$ cat config.mk
export PLATFORM = sky130hd
export DESIGN_NAME = lsbf_div
export DESIGN_NICKNAME = d
export VERILOG_FILES = /design/src/rtl/lsbf_pkg.sv /design/src/rtl/lsbf_div.sv
export SDC_FILE = /design/constraint.sdc
export NUM_CORES = 1
export LEC_CHECK = 0
export BUFFER_PORTS_ARGS = -buffer_cell sky130_fd_sc_hd__buf_2
export CAP_MARGIN = 20
export CORE_MARGIN = 4
export CORE_UTILIZATION = 35
export CTS_CLUSTER_DIAMETER = 80
export DETAILED_ROUTE_END_ITERATION = 10
export GPL_TIMING_DRIVEN = 1
export SLEW_MARGIN = 20
export SYNTH_ARGS = -nofsm -noshare
export SYNTH_HDL_FRONTEND = slang
export SYNTH_SLANG_ARGS = --single-unit
$ cat constraint.sdc
create_clock -name clk_i -period 2.4 [get_ports clk_i]
set_input_delay 0 -clock clk_i [delete_from_list [all_inputs] [get_ports clk_i]]
set_output_delay 0 -clock clk_i [all_outputs]
set_load 0.02 [all_outputs]
$ cat src/rtl/lsbf_pkg.sv
// Shared types, widths and helpers for the streamline box filter.
// No dependencies; imported by every module of the block.
`timescale 1ns / 1ps
package lsbf_pkg;

  localparam int unsigned STORE_AW = 16;
  localparam int unsigned TEX_W    = 8;
  localparam int unsigned ACC_W    = 40;
  localparam int unsigned HIT_W    = 16;
  localparam int unsigned INT_W    = 18;
  localparam int unsigned CNT_W    = 7;
  localparam int unsigned WSUM_W   = 16;
  localparam int unsigned DIV_NW   = 42;
  localparam int unsigned DIV_DW   = 17;
  localparam int unsigned ACCM_W   = ACC_W + HIT_W;

  typedef enum logic [2:0] {
    OP_LOAD   = 3'd0,
    OP_WADD   = 3'd1,
    OP_COMMIT = 3'd2,
    OP_SLIDE  = 3'd3,
    OP_READ   = 3'd4
  } op_e;

  typedef struct packed {
    logic [2:0]         operation;
    logic               first_point;
    logic signed [15:0] center_x;
    logic signed [15:0] center_y;
    logic signed [15:0] enter_x;
    logic signed [15:0] enter_y;
    logic signed [15:0] leave_x;
    logic signed [15:0] leave_y;
    logic [7:0]         texel_value;
  } in_item_t;

  typedef struct packed {
    logic signed [17:0] intensity;
    logic               pixel_in_grid;
    logic               divide_fault;
  } out_item_t;

  typedef struct packed {
    logic                tex_we;
    logic [STORE_AW-1:0] tex_addr;
    logic [TEX_W-1:0]    tex_wdata;
    logic                acc_we;
    logic [STORE_AW-1:0] acc_addr;
    logic [ACCM_W-1:0]   acc_wdata;
  } store_req_t;

  // Saturate a sign and magnitude quotient to 18 bits signed.
  function automatic logic [INT_W-1:0] sat18(input logic neg, input logic [DIV_NW-1:0] q);
    logic [INT_W-1:0] r;
    if (!neg) begin
      r = (q > DIV_NW'(131071)) ? 18'h1FFFF : q[INT_W-1:0];
    end else begin
      r = (q > DIV_NW'(131072)) ? 18'h20000 : (~q[INT_W-1:0] + 18'd1);
    end
    return r;
  endfunction

endpackage

$ cat src/rtl/lsbf_div.sv
// Restoring divider, one quotient bit per cycle.
// Depends on lsbf_pkg for operand widths.
`timescale 1ns / 1ps
module lsbf_div (
  input  logic                          clk_i,
  input  logic                          rst_ni,
  input  logic                          start_i,
  input  logic [lsbf_pkg::DIV_NW-1:0]   num_i,
  input  logic [lsbf_pkg::DIV_DW-1:0]   den_i,
  output logic                          done_o,
  output logic [lsbf_pkg::DIV_NW-1:0]   quo_o
);
  import lsbf_pkg::*;

  localparam int unsigned CW = $clog2(DIV_NW + 1);

  logic [DIV_NW-1:0] n_q, n_d;
  logic [DIV_DW:0]   rem_q, rem_d;
  logic [DIV_DW-1:0] den_q;
  logic [CW-1:0]     cnt_q, cnt_d;
  logic              busy_q, busy_d, done_q, done_d;
  logic [DIV_DW:0]   trial;

  always_comb begin
    n_d    = n_q;
    rem_d  = rem_q;
    cnt_d  = cnt_q;
    busy_d = busy_q;
    done_d = done_q;
    trial  = {rem_q[DIV_DW-1:0], n_q[DIV_NW-1]};
    if (start_i) begin
      n_d    = num_i;
      rem_d  = '0;
      cnt_d  = CW'(DIV_NW);
      busy_d = 1'b1;
      done_d = 1'b0;
    end else if (busy_q) begin
      if (trial >= {1'b0, den_q}) begin
        rem_d = trial - {1'b0, den_q};
        n_d   = {n_q[DIV_NW-2:0], 1'b1};
      end else begin
        rem_d = trial;
        n_d   = {n_q[DIV_NW-2:0], 1'b0};
      end
      cnt_d = cnt_q - CW'(1);
      if (cnt_q == CW'(1)) begin
        busy_d = 1'b0;
        done_d = 1'b1;
      end
    end
  end

  always_ff @(posedge clk_i or negedge rst_ni) begin
    if (!rst_ni) begin
      busy_q <= 1'b0;
      done_q <= 1'b0;
      cnt_q  <= '0;
    end else begin
      busy_q <= busy_d;
      done_q <= done_d;
      cnt_q  <= cnt_d;
    end
  end

  always_ff @(posedge clk_i) begin
    n_q   <= n_d;
    rem_q <= rem_d;
    if (start_i) begin
      den_q <= den_i;
    end
  end

  assign done_o = done_q;
  assign quo_o  = n_q;

endmodule

Word level (Yosys, flattened, before mapping)
Cells that the tools add are included.
Widths: inputs -> output; s select.

storage, ports and cells
  flip-flop bits (word level) = 84
  input port bits = 62
  logic and storage cells = 25

cells by class
  add/subtract/negate cells = 2
  $lt $le $gt $ge = 1
  equal/unequal tests = 1
  multiplexer cells = 12
  reductions and logical operators = 3

operator list
  operator             count
  $mux 42              2
  $ge 18x17->1         1
  $mux 17              1
  $sub 17x17->17       1
  $mux 6               2
  $mux 1               7
  $eq 6x1->1 const B   1
  $sub 6x1->6 const B  1
  $reduce_bool 2->1    2
  $reduce_and 2->1     1

Depth between registers and ports, before layout
Gate-level depths: netlist (run 1).

  depth after elaboration = 4
  gate-level depth with buffers = 12
  mapped depth without buffers = 11

Least setup slack after synthesis (run 1)
No wires, ideal clock.

  path kind = register -> register
  start point = reg n_q[41], in the netlist quo_o[41]
  end point = reg n_q[0], in the netlist quo_o[0], data pin
  library setup time = 260 ps
  data arrival time = 2,358 ps
  data required time = 2,140 ps
  path slack = -218 ps
  stages on the path, launching flop included = 11
  buffers on the path = 1
  cell sequence = edfxtp_1 -> inv_1 -> ha_1 -> inv_1 -> fa_1 -> a211oi_2 -> o21ai_1 -> o21ai_1 -> o211ai_2 -> buf_4 -> mux2_2

between the ends
  word-level cells in the longest chain between the ends = 4

RTL lines
  what                    line            source
  from (decl)             lsbf_div.sv:17  logic [DIV_NW-1:0] n_q, n_d;
  from (signal assigned)  lsbf_div.sv:66  n_q <= n_d;
  $ge 18x17->1            lsbf_div.sv:38  if (trial >= {1'b0, den_q}) begin
  $mux 1                  lsbf_div.sv:38
  $mux 42                 lsbf_div.sv:37  end else if (busy_q) begin
  $mux 42                 lsbf_div.sv:31  if (start_i) begin
  net n_d[0]              lsbf_div.sv:17

The timed path passes the listed nets, and every way through them passes these cells. The select of a mux whose other input is x is not followed.
A chain may end at the register's enable or synchronous reset.

Final worst setup path (run 1)
  start point = reg n_q[41], in the netlist quo_o[41]
  end point = reg rem_q[0]

between the ends
  word-level cells in the longest chain between the ends = 2
  elaborated cells on any way between the ends = 3
  classes of those cells = 1 x add/sub; 1 x order compare; 1 x mux

RTL lines
  what                                            line                            source
  $sub 17x17->17 or $ge 18x17->1 (tied branches)  lsbf_div.sv:39, lsbf_div.sv:38
  $mux 17 *                                       lsbf_div.sv:38
  to (signal assigned)                            lsbf_div.sv:67                  rem_q <= rem_d;
  to (decl)                                       lsbf_div.sv:18                  logic [DIV_DW:0] rem_q, rem_d;

Mark *: on every way between the ends. The rest lies on a longest branch, timed or not.

==> reports/metrics.csv, run 1 <==
stage,metric,value,unit
outcome,status,"finished, final reports clean",
synthesis,Synth top area share,41.5,%
sta,clk_skew,8.78,ps
synthesis,Syn Nets,441,
synthesis,post-synth top area cell,edfxtp_1,
global_routing,gr ovfl total,0,
sta,final setup fails,0,
final_layout,fin area,6040,µm²
clock_network,clk sinks,84,
floorplanning,Core Box Area,12000,µm²
floorplanning,chip width,118,µm
synthesis,cell with the most instances after synthesis,edfxtp_1,
worst_setup_path,flop2flop setup slack,20,ps
synthesis,"FF+latch count, synth",84,
min_path,worst hold path type,input pin to async pin,
place,gpl congestion,0.840,
final_layout,diode count,0,
worst_setup_path,Critical Path Sink Type,flop,
sta,Slew @ Worst Pin,626,ps
worst_setup_path,Crit Path Category,flop to flop,
synthesis,most common library cells after synthesis,"59 x edfxtp_1, 42 x mux2_2, 25 x inv_1",
floorplanning,Initial Util,35.7,%
synthesis,Mapped Cells,359,
synthesis,ys async rst share,9.52,%
drt,Initial DRC Count,122,
clock_network,clk buf depth,2,
global_routing,global-route wire length before repair,17.0,mm
worst_setup_path,Reg2Reg Depth,12,
synthesis,Post-Synthesis Cell Area,4270,µm²
worst_setup_path,WP data required,2610,ps
worst_setup_path,RR Startpoint,quo_o[41],
synthesis,Netlist cell types,46,
global_routing,vias in the first global route,3597,
clock_network,Clock transition at path regs,70,ps
floorplanning,Rows,40,
sta,Final period util,99.3,%
sta,RSZ-0062 raised after global routing,true,
final_layout,Area Overhead vs Synth,41.5,%
floorplanning,die area,14000,µm²
place,placed cell area,5020,µm²
synthesis,ys flop type,edfxtp_1,
global_routing,initial antenna violation count,0,
clock_network,Inserted Clock Buffers,9,
floorplanning,Boundary Pins,105,
drt,DRT Wirelength,10.3,mm
final_layout,fin nets,623,
worst_setup_path,Worst Path Arrival,2590,ps
clock_network,clk root buf,clkbuf_16,
clock_network,CTS tree,built,
worst_setup_path,Critical R2R Capture,rem_q[0],
sta,setup ws final,17.0,ps
global_routing,largest net degree at the start of global routing,50,
synthesis,top post-synthesis cells by area,"edfxtp_1 41%, mux2_2 11%, dfxtp_1 8.0%, ha_1 5.6%, dfrtp_1 4.7%",
sta,Slew Limit Headroom,58.3,%
pwr,power per cell area,857,nW/µm²
sta,f_max,420,MHz
synthesis,Post-synth EDFFs,59,
floorplanning,Die Ht,118,µm
drt,Pre-antenna DRT Iters,4,
place,hpwl dp,6.81,mm
sta,Period minus WS final,2380,ps
worst_setup_path,Critical Path Source Type,flop,
synthesis,"Seq/Total Area, Yosys",54.1,%
pwr,peak supply drop,554,µV
pwr,Lkg Pwr,0.00254,µW
synthesis,Ys Warns,0,
sta,Final Max Slew Viols,0,
global_routing,total track usage,15.0,%
worst_setup_path,crit-path max FO,5,
clock_network,H-tree levels,3,
drt,DR vias,3402,
synthesis,Mean Syn Cell Area,11.9,µm²
drt,Post-DRT Antenna Nets,0,
sta,final hold violations,0,
drt,DR vias/cell,4.91,
drt,mean routed wirelength per cell,14.9,µm
final_layout,share of cells above drive strength 1,36.3,%
place,number of port buffers,104,
place,dpl ws,-11.4,ps
run,Max Cap Violations,0,
clock_network,worst skew pair latency,340,ps
drt,DRC violations left,0,
-- area by class of cell --
cell class / instances / area [µm²]
Clock buffer: 10 / 229
Clock inverter: 6 / 71.3
Timing Repair Buffer: 183 / 1290
Sequential cell: 84 / 2310
Multi-Input combinational cell: 238 / 1860
Fill cell: 1043 / 5920
Inverter: 25 / 93.8
Tap cell: 147 / 184
-- metrics by stage --
| step | util (%) | cells | hold WS (ps) | setup TNS, ps | total power, µW |
|---|---|---|---|---|---|
| final | 50.5 | 693 | 38.5 | 0 | 5180 |
| after global routing | 50.5 | 693 | 38.5 | -1190 | 5510 |
| after CTS | 50.0 | 691 | 14.2 | 0 | 5140 |
| after detailed placement | 42.0 | 609 | -147 | -21.2 | 3560 |
| after global placement | 42.0 | 609 | -146 | 0 | 3530 |
| after floorplan | - | 359 | -296 | -77.9 | 3150 |
-- worst max path at each step --
stage                          from        end  slack, ps  cells past startpoint
after floorplan           quo_o[41]   quo_o[0]        -80                     10
after global placement    quo_o[41]   rem_q[0]         70                     12
after detailed placement  quo_o[41]  rem_q[12]        -10                     12
after CTS                 quo_o[41]   rem_q[0]         10                     12
after global routing      quo_o[41]   rem_q[0]       -120                     12
final                     quo_o[41]   rem_q[0]         20                     12
-- report_power, final --
| group | internal, µW | total (µW) | switching [µW] |
|---|---|---|---|
| Combinational | 875 | 1830 | 956 |
| Sequential | 1790 | 1940 | 154 |
| Clock | 815 | 1400 | 587 |
| Total | 3480 | 5180 | 1700 |
-- worst max-delay path, stage by stage, from the launching register on --
cell and delay (ps):
edfxtp_1 400, inv_2 110, ha_4 150, inv_2 40, fa_2 360, a211oi_4 280, o21ai_2 90, o21ai_2 190
o211ai_4 140, buf_6 190, mux2i_1 120, mux2i_1 140, nor2_1 50
-- flip-flops by register name, indices dropped and copies added, names as in the netlist --
signal,flops
quo_o,42
den_q,17
rem_q,17
cnt_q,6
busy_q,1
done_o,1
-- metal layers --
| layer | up-vias | track usage, % | wire, µm |
|---|---|---|---|
| met4 | 0 | 4.42 | 144 |
| met1 | 1617 | 17.6 | 4410 |
| met2 | 97 | 25.1 | 5020 |
| met3 | 12 | 6.27 | 719 |
| li1 | 1676 | - | - |
| met5 | - | 0 | 0 |
-- placed cells by master (no fill, tap or decap), types with 8 or more instances in the layout --
cell           synthesis  final
a21oi_1               21     20
mux2i_1               10     10
nand2_1               21     20
dlygate4sd3_1          0     60
buf_2                  0    103
mux2_2                42     42
xnor2_1               12     12
dfrtp_1                8      8
ha_1                  19     18
edfxtp_1              59     59
nor2_1                23     23
o21ai_0               18     15
o21ai_1                8      8
a211oi_1              11     11
buf_4                  1     16
clkbuf_16              0      9
inv_1                 25     23
dfxtp_1               17     17
-- logic make-up after synthesis --
kind of cell	count (synthesis)	share of synthesized area, %
AO/OA/AOI/OAI	76	11.2
flip-flops	84	54.1
adder cells (fa/ha/maj)	20	6.04
multiplexers	52	13.4
buffers and inverters	37	3.52
XOR/XNOR	19	3.90
AND/OR/NAND/NOR	71	7.79
-- repair_timing --
action                                  4_1_cts  5_1_grt
pin swaps                                     3       10
endpoints found under the setup margin       11       18
hold endpoints to repair                     67        0
resized for setup                             6       14
buffers inserted                              5        2
gates cloned                                  1        0
hold buffers                                 60        0
(Power assumes the default switching activity.)
==> run 2: changes to the inputs <==
PLACE_DENSITY = 0.63   (was not set)
RECOVER_POWER = 100   (was not set)
==> run 2 against run 1 <==
- the run now ends with negative setup slack left
- design area up 0.60%
- critical path depth is 2 lower
- hold slack improved by 76 ps
- cell count is 0.14% higher
- combinational power barely moved
- clock power rose by 3%
- first-iteration DRC count is 20% lower
- count of clock-buffer cells in the layout is the same
- critical path type unchanged
- critical endpoint is now quo_o[0]
- highest routed layer unchanged
==> reports/metrics.csv, run 2 (synthesis results as in run 1) <==
stage,metric,value,unit
outcome,status,"finished, violations left",
outcome,violated checks,negative setup slack,
global_routing,total track usage,15.2,%
drt,Post-DRT Antenna Nets,0,
min_path,worst hold path type,input pin to async pin,
sta,Total Neg Setup Slack,-245,ps
worst_setup_path,Critical R2R Capture,quo_o[0],
final_layout,Area Overhead vs Synth,42.4,%
pwr,Lkg Pwr,0.00256,µW
sta,final hold violations,0,
sta,Final period util,104,%
pwr,peak supply drop,631,µV
run,Max Cap Violations,0,
floorplanning,Core Box Area,12000,µm²
worst_setup_path,Crit Path Category,flop to flop,
worst_setup_path,Top delay family on crit path,compound AO/OA/AOI/OAI gates,
worst_setup_path,Critical Path Sink Type,flop,
place,hpwl dp,6.82,mm
sta,setup ws final,-100,ps
global_routing,global-route wire length before repair,17.3,mm
floorplanning,Boundary Pins,105,
final_layout,fin nets,624,
drt,Initial DRC Count,97,
sta,clk_skew,11.9,ps
sta,Final Max Slew Viols,0,
worst_setup_path,Critical Path Source Type,flop,
place,placed cell count,609,
place,number of port buffers,104,
worst_setup_path,flop2flop setup slack,-100,ps
clock_network,clk buf depth,2,
clock_network,H-tree levels,3,
pwr,Sw Share,33.0,%
clock_network,clk root buf,clkbuf_16,
worst_setup_path,crit-path cells,inv_2 > ha_4 > inv_2 > fa_2 > a211oi_4 > o21ai_2 > o21ai_2 > o211ai_2 > buf_4 > mux2_2,
drt,Pre-antenna DRT Iters,6,
drt,DR vias/cell,4.94,
worst_setup_path,WP data required,2500,ps
sta,Slew Limit Headroom,64.8,%
pwr,Internal,3500,µW
sta,f_max,400,MHz
final_layout,fillers,1022,
final_layout,share of cells above drive strength 1,36.7,%
floorplanning,chip width,118,µm
worst_setup_path,CP max stage cell,edfxtp_1,
floorplanning,Initial Util,35.7,%
pwr,P_sw,1730,µW
drt,mean routed wirelength per cell,14.9,µm
floorplanning,Rows,40,
global_routing,largest net degree at the start of global routing,45,
clock_network,CTS tree,built,
clock_network,Inserted Clock Buffers,9,
worst_setup_path,RR Startpoint,quo_o[41],
sta,RSZ-0062 raised after global routing,true,
worst_setup_path,Reg2Reg Depth,10,
drt,DRT Wirelength,10.3,mm
pwr,Logic pwr share,35.3,%
place,dpl ws,-134,ps
global_routing,gr ovfl total,0,
final_layout,"commonest cells after routing, fill and taps aside","100 x buf_2, 60 x dlygate4sd3_1, 59 x edfxtp_1, 42 x mux2_2",
drt,DRC violations left,0,
floorplanning,die area,14000,µm²
place,gpl congestion,0.797,
clock_network,clk sinks,84,
global_routing,vias in the first global route,3582,
final_layout,final cell count without fillers,694,
clock_network,worst skew pair latency,350,ps
worst_setup_path,crit-path max FO,4,
floorplanning,Die Ht,118,µm
final_layout,diode count,0,
sta,Hold WS,115,ps
final_layout,"most common cell after layout, fill and taps aside",buf_2,
drt,DR vias,3425,
global_routing,initial antenna violation count,0,
sta,Period minus WS final,2500,ps
worst_setup_path,Worst Path Arrival,2600,ps
worst_setup_path,"slowest stage delay, CP",410,ps
pwr,Tot Pwr,5230,µW
sta,Slew @ Worst Pin,527,ps
pwr,power per cell area,860,nW/µm²
pwr,Clock power frac,27.6,%
pwr,sequential power share,37.1,%
final_layout,max reg flops,42,
clock_network,Clock transition at path regs,70,ps
worst_setup_path,worst path bufs/invs,3,
sta,final setup fails,10,
[run 2: final cells by class]
type / count / area, µm² / share of cell area [%]
Clock buffer: 10 / 239 / 3.93
Tap cell: 147 / 184 / 3.02
Sequential cell: 84 / 2310 / 38.0
Timing Repair Buffer: 184 / 1290 / 21.2
Multi-Input combinational cell: 238 / 1890 / 31.1
Inverter: 25 / 93.8 / 1.54
Clock inverter: 6 / 68.8 / 1.13
[run 2: worst max path at each step]
stage	to	depth (start not counted)	from	slack, ps
finish	quo_o[0]	10	quo_o[41]	-100
global route	quo_o[0]	10	quo_o[41]	-210
CTS	quo_o[0]	10	quo_o[41]	-50
detailed placement	rem_q[12]	11	quo_o[41]	-130
global placement	rem_q[1]	11	quo_o[41]	10
floorplan	quo_o[0]	10	quo_o[41]	-80
[run 2: timing repair]
action | 4_1_cts | 5_1_grt
buffers inserted | 7 | 2
pin swaps | 0 | 13
hold buffers | 60 | 0
gates resized for setup | 4 | 20
hold endpoints to repair | 67 | 0
endpoints found under the setup margin | 14 | 18
[run 2: layer usage]
metal	track usage, %	wire, µm
met5	0	0
met4	6.37	304
met3	5.74	744
met2	24.7	4910
met1	18.1	4370
[run 2: power groups by stage]
stage          registers [µW]  logic [µW]  clock network (µW)
3_3_place_gp             1960        1570                   0
4_1_cts                  1940        1730                1490
3_5_place_dp             1960        1600                   0
5_1_grt                  1970        2040                1540
6_report                 1940        1850                1440
2_1_floorplan            2040        1110                   0
[run 2: per-stage QoR]
step	instance area, µm²	utilization (%)
5_1_grt	6080	50.8
3_3_place_gp	5020	42.0
4_1_cts	5990	50.1
6_report	6080	50.8
3_5_place_dp	5020	42.0
2_1_floorplan	4280	-
